[src/rtl/core/vfm_pkg.sv]
package vfm_pkg;

    localparam int MAX_VALUES = 32;
    localparam int SAMPLE_W   = 16;
    localparam int OCC_W      = 6;
    localparam int CNT_W      = $clog2(MAX_VALUES + 1);
    localparam int IDX_W      = (MAX_VALUES > 1) ? $clog2(MAX_VALUES) : 1;
    localparam int SUM_W      = SAMPLE_W + $clog2(MAX_VALUES);
    localparam int DIV_CNT_W  = $clog2(SUM_W + 1);

    typedef enum logic [6:0] {
        S_IDLE = 7'b0000001,
        S_LOAD = 7'b0000010,
        S_CAPT = 7'b0000100,
        S_SCAN = 7'b0001000,
        S_EMIT = 7'b0010000,
        S_DIV  = 7'b0100000,
        S_MEAN = 7'b1000000
    } state_t;

    typedef struct packed {
        logic take_beat;
        logic load_i;
        logic capture_cur;
        logic scan;
        logic emit_freq;
        logic next_i;
        logic div_start;
        logic div_step;
        logic emit_mean;
    } cmd_t;

    typedef struct packed {
        logic full;
        logic last_j;
        logic last_i;
        logic seen;
        logic out_free;
        logic div_done;
    } sts_t;

endpackage

[src/rtl/core/value_frequency_and_mean_unit.sv]
// channel  | direction | handshake          | payload
// in       | sink      | in_valid/in_stall   | sample, final_item
// out      | source    | out_valid/out_stall | is_mean, distinct_value, occurrences,
//          |           |                     | average, dropped, end_of_run
//
// values go one per cycle into the store while in_stall is low and the store is not full
// the final beat starts the count walk over the n stored values through the single store
// read port, then the bit-serial divider
// in_stall stays high from the final beat until the mean beat is loaded
// the output register lets the next run start while the mean beat waits
// reset clears the count, sum, overflow flag, controller and output valid
module value_frequency_and_mean_unit (
    input  logic                                clk,
    input  logic                                rst_n,
    input  logic                                in_valid,
    output logic                                in_stall,
    input  logic signed [vfm_pkg::SAMPLE_W-1:0] sample,
    input  logic                                final_item,
    output logic                                out_valid,
    input  logic                                out_stall,
    output logic                                is_mean,
    output logic signed [vfm_pkg::SAMPLE_W-1:0] distinct_value,
    output logic        [vfm_pkg::OCC_W-1:0]    occurrences,
    output logic signed [vfm_pkg::SAMPLE_W-1:0] average,
    output logic                                dropped,
    output logic                                end_of_run
);
    import vfm_pkg::*;

    cmd_t cmd;
    sts_t sts;

    vfm_ctrl u_ctrl (
        .clk        (clk),
        .rst_n      (rst_n),
        .in_valid   (in_valid),
        .final_item (final_item),
        .in_stall   (in_stall),
        .sts        (sts),
        .cmd        (cmd)
    );

    vfm_dp u_dp (
        .clk            (clk),
        .rst_n          (rst_n),
        .cmd            (cmd),
        .sts            (sts),
        .sample         (sample),
        .out_stall      (out_stall),
        .out_valid      (out_valid),
        .is_mean        (is_mean),
        .distinct_value (distinct_value),
        .occurrences    (occurrences),
        .average        (average),
        .dropped        (dropped),
        .end_of_run     (end_of_run)
    );

endmodule

[src/rtl/core/vfm_ram.sv]
module vfm_ram #(
    parameter int WIDTH = 16,
    parameter int DEPTH = 32
) (
    input  logic                                        clk,
    input  logic                                        we,
    input  logic [((DEPTH > 1) ? $clog2(DEPTH) : 1)-1:0] waddr,
    input  logic [WIDTH-1:0]                            wdata,
    input  logic [((DEPTH > 1) ? $clog2(DEPTH) : 1)-1:0] raddr,
    output logic [WIDTH-1:0]                            rdata
);

    logic [WIDTH-1:0] mem [DEPTH];

    always_ff @(posedge clk)
    begin
        if (we)
        begin
            mem[waddr] <= wdata;
        end
        rdata <= mem[raddr];
    end

endmodule

[src/rtl/core/vfm_ctrl.sv]
module vfm_ctrl (
    input  logic          clk,
    input  logic          rst_n,
    input  logic          in_valid,
    input  logic          final_item,
    output logic          in_stall,
    input  vfm_pkg::sts_t sts,
    output vfm_pkg::cmd_t cmd
);
    import vfm_pkg::*;

    state_t state_reg;
    state_t state_next;

    always_ff @(posedge clk or negedge rst_n)
    begin
        if (!rst_n)
        begin
            state_reg <= S_IDLE;
        end
        else
        begin
            state_reg <= state_next;
        end
    end

    always_comb
    begin
        cmd        = '0;
        state_next = state_reg;
        in_stall   = 1'b1;
        unique case (state_reg)
            S_IDLE:
            begin
                in_stall      = 1'b0;
                cmd.take_beat = in_valid;
                if (in_valid && final_item)
                begin
                    state_next = S_LOAD;
                end
            end
            S_LOAD:
            begin
                cmd.load_i = 1'b1;
                state_next = S_CAPT;
            end
            S_CAPT:
            begin
                cmd.capture_cur = 1'b1;
                state_next      = S_SCAN;
            end
            S_SCAN:
            begin
                cmd.scan = 1'b1;
                if (sts.last_j)
                begin
                    state_next = S_EMIT;
                end
            end
            S_EMIT:
            begin
                if (sts.seen || sts.out_free)
                begin
                    cmd.emit_freq = !sts.seen;
                    cmd.next_i    = 1'b1;
                    if (sts.last_i)
                    begin
                        cmd.div_start = 1'b1;
                        state_next    = S_DIV;
                    end
                    else
                    begin
                        state_next = S_LOAD;
                    end
                end
            end
            S_DIV:
            begin
                if (sts.div_done)
                begin
                    state_next = S_MEAN;
                end
                else
                begin
                    cmd.div_step = 1'b1;
                end
            end
            S_MEAN:
            begin
                if (sts.out_free)
                begin
                    cmd.emit_mean = 1'b1;
                    state_next    = S_IDLE;
                end
            end
            default:
            begin
                state_next = S_IDLE;
            end
        endcase
    end

endmodule

[src/rtl/core/vfm_dp.sv]
module vfm_dp (
    input  logic                                clk,
    input  logic                                rst_n,
    input  vfm_pkg::cmd_t                       cmd,
    output vfm_pkg::sts_t                       sts,
    input  logic signed [vfm_pkg::SAMPLE_W-1:0] sample,
    input  logic                                out_stall,
    output logic                                out_valid,
    output logic                                is_mean,
    output logic signed [vfm_pkg::SAMPLE_W-1:0] distinct_value,
    output logic        [vfm_pkg::OCC_W-1:0]    occurrences,
    output logic signed [vfm_pkg::SAMPLE_W-1:0] average,
    output logic                                dropped,
    output logic                                end_of_run
);
    import vfm_pkg::*;

    logic        [CNT_W-1:0]     count_reg;
    logic signed [SUM_W-1:0]     sum_reg;
    logic                        ovf_reg;
    logic        [CNT_W-1:0]     i_reg;
    logic        [CNT_W-1:0]     j_reg;
    logic        [SAMPLE_W-1:0]  cur_reg;
    logic        [CNT_W-1:0]     occ_reg;
    logic                        seen_reg;
    logic        [CNT_W-1:0]     rem_reg;
    logic        [SUM_W-1:0]     quo_reg;
    logic                        neg_reg;
    logic        [DIV_CNT_W-1:0] dcnt_reg;

    logic                        out_valid_reg;
    logic                        is_mean_reg;
    logic        [SAMPLE_W-1:0]  value_reg;
    logic        [CNT_W-1:0]     occ_out_reg;
    logic        [SAMPLE_W-1:0]  avg_reg;
    logic                        drop_reg;
    logic                        eor_reg;

    logic                        ram_we;
    logic        [CNT_W-1:0]     rd_sel;
    logic        [SAMPLE_W-1:0]  rdata;
    logic        [CNT_W-1:0]     j_plus;
    logic        [CNT_W-1:0]     i_plus;
    logic                        match;
    logic        [SUM_W-1:0]     sum_mag;
    logic        [CNT_W:0]       rem_shift;
    logic        [CNT_W:0]       divisor;
    logic                        rem_ge;
    logic        [SUM_W-1:0]     quo_signed;

    assign j_plus  = j_reg + CNT_W'(1);
    assign i_plus  = i_reg + CNT_W'(1);
    assign match   = (rdata == cur_reg);
    assign ram_we  = cmd.take_beat && !sts.full;
    assign sum_mag = sum_reg[SUM_W-1] ? SUM_W'(-sum_reg) : SUM_W'(sum_reg);

    // restoring divide, one quotient bit per cycle
    assign rem_shift  = {rem_reg, quo_reg[SUM_W-1]};
    assign divisor    = {1'b0, count_reg};
    assign rem_ge     = (rem_shift >= divisor);
    assign quo_signed = neg_reg ? (~quo_reg + SUM_W'(1)) : quo_reg;

    always_comb
    begin
        rd_sel = j_plus;
        if (cmd.load_i)
        begin
            rd_sel = i_reg;
        end
        else if (cmd.capture_cur)
        begin
            rd_sel = '0;
        end
    end

    vfm_ram #(
        .WIDTH (SAMPLE_W),
        .DEPTH (MAX_VALUES)
    ) u_store (
        .clk   (clk),
        .we    (ram_we),
        .waddr (count_reg[IDX_W-1:0]),
        .wdata (sample),
        .raddr (rd_sel[IDX_W-1:0]),
        .rdata (rdata)
    );

    always_comb
    begin
        sts.full     = (count_reg == CNT_W'(MAX_VALUES));
        sts.last_j   = (j_plus == count_reg);
        sts.last_i   = (i_plus == count_reg);
        sts.seen     = seen_reg;
        sts.out_free = !out_valid_reg || !out_stall;
        sts.div_done = (dcnt_reg == DIV_CNT_W'(SUM_W));
    end

    always_ff @(posedge clk or negedge rst_n)
    begin
        if (!rst_n)
        begin
            count_reg     <= '0;
            sum_reg       <= '0;
            ovf_reg       <= 1'b0;
            i_reg         <= '0;
            j_reg         <= '0;
            occ_reg       <= '0;
            seen_reg      <= 1'b0;
            dcnt_reg      <= '0;
            out_valid_reg <= 1'b0;
        end
        else
        begin
            if (cmd.take_beat)
            begin
                if (sts.full)
                begin
                    ovf_reg <= 1'b1;
                end
                else
                begin
                    count_reg <= count_reg + CNT_W'(1);
                    sum_reg   <= sum_reg + SUM_W'(sample);
                end
            end

            if (cmd.capture_cur)
            begin
                j_reg    <= '0;
                occ_reg  <= '0;
                seen_reg <= 1'b0;
            end
            else if (cmd.scan)
            begin
                j_reg <= j_plus;
                if (match)
                begin
                    occ_reg <= occ_reg + CNT_W'(1);
                    if (j_reg < i_reg)
                    begin
                        seen_reg <= 1'b1;
                    end
                end
            end

            if (cmd.next_i)
            begin
                i_reg <= i_plus;
            end

            if (cmd.div_start)
            begin
                dcnt_reg <= '0;
            end
            else if (cmd.div_step)
            begin
                dcnt_reg <= dcnt_reg + DIV_CNT_W'(1);
            end

            if (cmd.emit_mean)
            begin
                count_reg <= '0;
                sum_reg   <= '0;
                ovf_reg   <= 1'b0;
                i_reg     <= '0;
            end

            if (cmd.emit_freq || cmd.emit_mean)
            begin
                out_valid_reg <= 1'b1;
            end
            else if (!out_stall)
            begin
                out_valid_reg <= 1'b0;
            end
        end
    end

    always_ff @(posedge clk)
    begin
        if (cmd.capture_cur)
        begin
            cur_reg <= rdata;
        end

        if (cmd.div_start)
        begin
            quo_reg <= sum_mag;
            rem_reg <= '0;
            neg_reg <= sum_reg[SUM_W-1];
        end
        else if (cmd.div_step)
        begin
            quo_reg <= {quo_reg[SUM_W-2:0], rem_ge};
            rem_reg <= rem_ge ? CNT_W'(rem_shift - divisor) : CNT_W'(rem_shift);
        end

        if (cmd.emit_freq)
        begin
            is_mean_reg <= 1'b0;
            value_reg   <= cur_reg;
            occ_out_reg <= occ_reg;
            avg_reg     <= '0;
            drop_reg    <= 1'b0;
            eor_reg     <= 1'b0;
        end
        else if (cmd.emit_mean)
        begin
            is_mean_reg <= 1'b1;
            value_reg   <= '0;
            occ_out_reg <= '0;
            avg_reg     <= quo_signed[SAMPLE_W-1:0];
            drop_reg    <= ovf_reg;
            eor_reg     <= 1'b1;
        end
    end

    assign out_valid      = out_valid_reg;
    assign is_mean        = is_mean_reg;
    assign distinct_value = value_reg;
    assign occurrences    = OCC_W'(occ_out_reg);
    assign average        = avg_reg;
    assign dropped        = drop_reg;
    assign end_of_run     = eor_reg;

endmodule

[config.mk]
export PLATFORM = sky130hd
export DESIGN_NAME = value_frequency_and_mean_unit
export DESIGN_NICKNAME = d
export VERILOG_FILES = /design/src/rtl/core/vfm_pkg.sv /design/src/rtl/core/value_frequency_and_mean_unit.sv /design/src/rtl/core/vfm_ram.sv /design/src/rtl/core/vfm_ctrl.sv /design/src/rtl/core/vfm_dp.sv
export SDC_FILE = /design/constraint.sdc
export NUM_CORES = 1
export LEC_CHECK = 0
export BUFFER_PORTS_ARGS = -buffer_cell sky130_fd_sc_hd__buf_2
export CAP_MARGIN = 20
export CORE_ASPECT_RATIO = 1.75
export CORE_MARGIN = 2
export CORE_UTILIZATION = 50
export CTS_CLUSTER_DIAMETER = 100
export CTS_CLUSTER_SIZE = 10
export DETAILED_ROUTE_END_ITERATION = 10
export PLACE_DENSITY = 0.65
export REMOVE_ABC_BUFFERS = 1
export SLEW_MARGIN = 20
export SYNTH_ARGS = -nofsm -noshare
export SYNTH_HDL_FRONTEND = slang
export SYNTH_SLANG_ARGS = --single-unit
[constraint.sdc]
create_clock -name clk -period 3.38 [get_ports clk]
set_clock_uncertainty 0.15 [all_clocks]
set_input_delay 0.676 -clock clk [delete_from_list [all_inputs] [get_ports clk]]
set_output_delay 0.676 -clock clk [all_outputs]
set_load 0.03 [all_outputs]
==> run_results.csv <==
group,metric,value,unit
run_status,status,"finished, final reports clean",
power,power_density,757.9,nW/um^2
global_routing,grt_pass1_vias,16905,
global_routing,antenna_found_initial,7,
yosys,yosysUniqueCellTypes,74,
hold_path,hp-start,"final_item",
yosys,syn_inst,1829,
global_routing,grt_max_degree,61,
power,leakage,0.01186,uW
setup_path,setup.worst_path.start,"u_ctrl.state_reg[4]",
route,wire_per_inst,24.50,um
route,drtPass1Iterations,6,
placement,post-dp-hpwl,47.78,mm
route,via_per_inst,5.779,
cts,clk_pin_slew,60,ps
cts,cts-root-buf,"clkbuf_16",
setup_path,rr_worst_depth,14,
route,num_vias,16614,
sta,final_max_slew_viol_count,0,
yosys,ys_top_cells_by_count,"edfxtp_1, o21ai_0, nand2_1",
cells_and_area,largest_register_ffs,512,
setup_path,crit_arrival,3700,ps
cts,cts_tree,"yes",
global_routing,grt_pass1_wl,104.3,mm
hold_path,whs_endpoint,"u_ctrl.state_reg[0]",
global_routing,grt_overflow,0,
route,ant_nets,0,
setup_path,cp-start-kind,"flop",
route,wl,70.44,mm
yosys,synth-edff-count,572,
job,cap_viol_max_count,0,
route,drc,0,
cts,htreeDepth,3,
yosys,ys_warn_count,0,
yosys,yosys.area.top_type,"edfxtp_1",
sta,worstMarginPinSlew,584.7,ps
yosys,ys_seq_area_frac,0.6831,
yosys,syn_area,28520,um^2
setup_path,cp-end-kind,"flop",
global_routing,grt_usage,0.2428,
setup_path,worst-path-max-fanout,23,
cells_and_area,fillers,4248,
sta,fin_crit,3321,ps
sta,fmax,0.3011,GHz
cts,numCtsBuffers,77,
sta,final_hold_viol_count,0,
yosys,synth_top_area_frac,0.6023,
setup_path,worstSetupPathType,"reg -> reg",
floorplanning,die_y,319.9,um
setup_path,r2r-end,"u_dp.u_store.rdata[2]",
floorplanning,core,56260,um^2
setup_path,ff2ff_setup_slack,60,ps
cells_and_area,final_nets,2133,
placement,gp_congestion,0.8727,
floorplanning,dieWidth,184.5,um
route,initialDrtViolationCount,1259,
floorplanning,io_pins,64,
yosys,async_flop_share,0.08929,
sta,finalSetupViolations,0,
cts,cts_sinks,672,
cells_and_area,syn_to_final_growth,17.38,%
sta,holdWs,201.5,ps
cts,clockBufferDepth,3,
yosys,yosysMostFrequentCell,"edfxtp_1",
floorplanning,rows,115,
sta,period_share,0.9826,
setup_path,r2r_start,"u_ctrl.state_reg[4]",
sta,rsz0062_at_grt,"yes",
placement,io_buffers,63,
cells_and_area,drive_gt1_frac,0.2237,
cts,clk_latency,620,ps
yosys,synthTopCellsByArea,"edfxtp_1, mux4_2, dfrtp_1",
floorplanning,start_util,0.5069,
yosys,ys_seq_elements,672,
cells_and_area,utilization,0.5950,
floorplanning,die_area,59040,um^2
hold_path,hold_path_class,"in -> reg",
hold_path,hold_depth,4,
power,ir_drop,574.0,uV
setup_path,cp_data_required_time,3760,ps
yosys,synth.avg_cell_area,15.59,um^2
yosys,synth_ff_type,"edfxtp_1",
sta,slew_headroom,0.6090,
==> cells by family (layout without fill, tap and decap cells) <==
| logic type | after synthesis | count (layout) | share of synthesized area |
|---|---|---|---|
| other | 0 | 5 | 0 |
| buffers and inverters | 116 | 397 | 0.01926 |
| and+or+nand+nor | 388 | 388 | 0.06880 |
| DFF | 672 | 672 | 0.6831 |
| xor gates and xnor gates | 102 | 102 | 0.03133 |
| adders and majority gates | 44 | 44 | 0.01983 |
| AOI/OAI and AO/OA | 316 | 316 | 0.07490 |
| muxes | 191 | 191 | 0.1028 |
==> worst max-delay path by stage <==
stage / to / slack (ps) / cells after the start
2_1_floorplan: u_dp.u_store.rdata[0] / -5310 / 7
3_3_place_gp: u_dp.u_store.rdata[4] / -100 / 11
3_5_place_dp: u_dp.u_store.rdata[4] / -120 / 11
4_1_cts: u_dp.u_store.rdata[13] / 3 / 13
5_1_grt: u_dp.u_store.rdata[5] / -30 / 13
6_report: u_dp.u_store.rdata[2] / 60 / 14
==> final cells by class <==
type | instances | area (um^2) | area share
timing repair buffer | 247 | 2093 | 0.06254
clock buffer | 114 | 2087 | 0.06235
tap | 760 | 950.9 | 0.02841
inverter | 29 | 108.9 | 0.003252
multi-input combinational | 1041 | 8638 | 0.2581
antenna | 5 | 12.51 | 0.0003738
sequential | 672 | 19480 | 0.5820
clock inverter | 7 | 102.6 | 0.003065
==> power breakdown <==
part | internal, uW | switching [uW]
registers | 9670 | 579
clock network | 4270 | 3180
logic | 3650 | 4010
==> cells in the final DEF, fill, tap and decap left out, drive strengths merged, types with 7 or more instances in the layout <==
master,netlist,routed
nand3,40,40
and3,7,7
xnor2,38,38
dfxtp,40,40
a22o,7,7
ha,42,42
nor3,11,11
inv,26,32
a211oi,73,73
o21ai,116,116
xor2,64,64
mux2i,96,96
nand2,99,99
nor4,8,8
buf,44,245
or3,14,14
o22ai,8,8
mux4,80,80
nand2b,11,11
nor2,93,93
a21oi,33,33
edfxtp,572,572
mux2,15,15
o31ai,12,12
a2bb2oi,13,13
clkbuf,43,115
nand4,8,8
nor2b,49,49
a21o,11,11
dfrtp,59,59
o221ai,12,12
and2,25,25
==> routing by layer <==
metal,vias up,track usage,routed length [um]
li1,7556,-,-
met5,-,0,0
met2,474,0.4455,38030
met1,8438,0.2748,26030
met3,146,0.02881,2813
met4,0,0.1239,3566
==> critical path, stage by stage (launching register included) <==
cell and delay (ps):
dfrtp_1 380, or4_4 580, o32ai_2 280, buf_4 160
a2bb2oi_4 60, buf_12 170, buf_16 180, buf_4 170
buf_6 150, nor2b_1 130, a211oi_1 60, o21ai_1 240
o21ai_2 130, buf_4 170, a211oi_2 200
==> what timing repair did <==
action | CTS | global route
buffers inserted | 0 | 4
endpoints found under the hold margin | 59 | 0
gates resized for setup | 8 | 21
endpoints found under the setup margin | 5 | 86
gates cloned | 0 | 1
hold buffers | 1 | 0
pin swaps | 1 | 3
==> metrics by stage <==
stage	setup slack, ps	setup TNS [ps]	total power, uW	cells	cell area (um^2)
2_1_floorplan	-5306	-92950	15350	1742	28080
3_3_place_gp	-100.9	-225.9	17760	2743	31060
3_5_place_dp	-121.8	-300.0	17900	2743	31060
4_1_cts	3.387	0	25380	2865	33310
5_1_grt	-33.28	-136.5	26490	2874	33470
6_report	58.87	0	25370	2875	33470
Power figures use the tool's default switching activity.
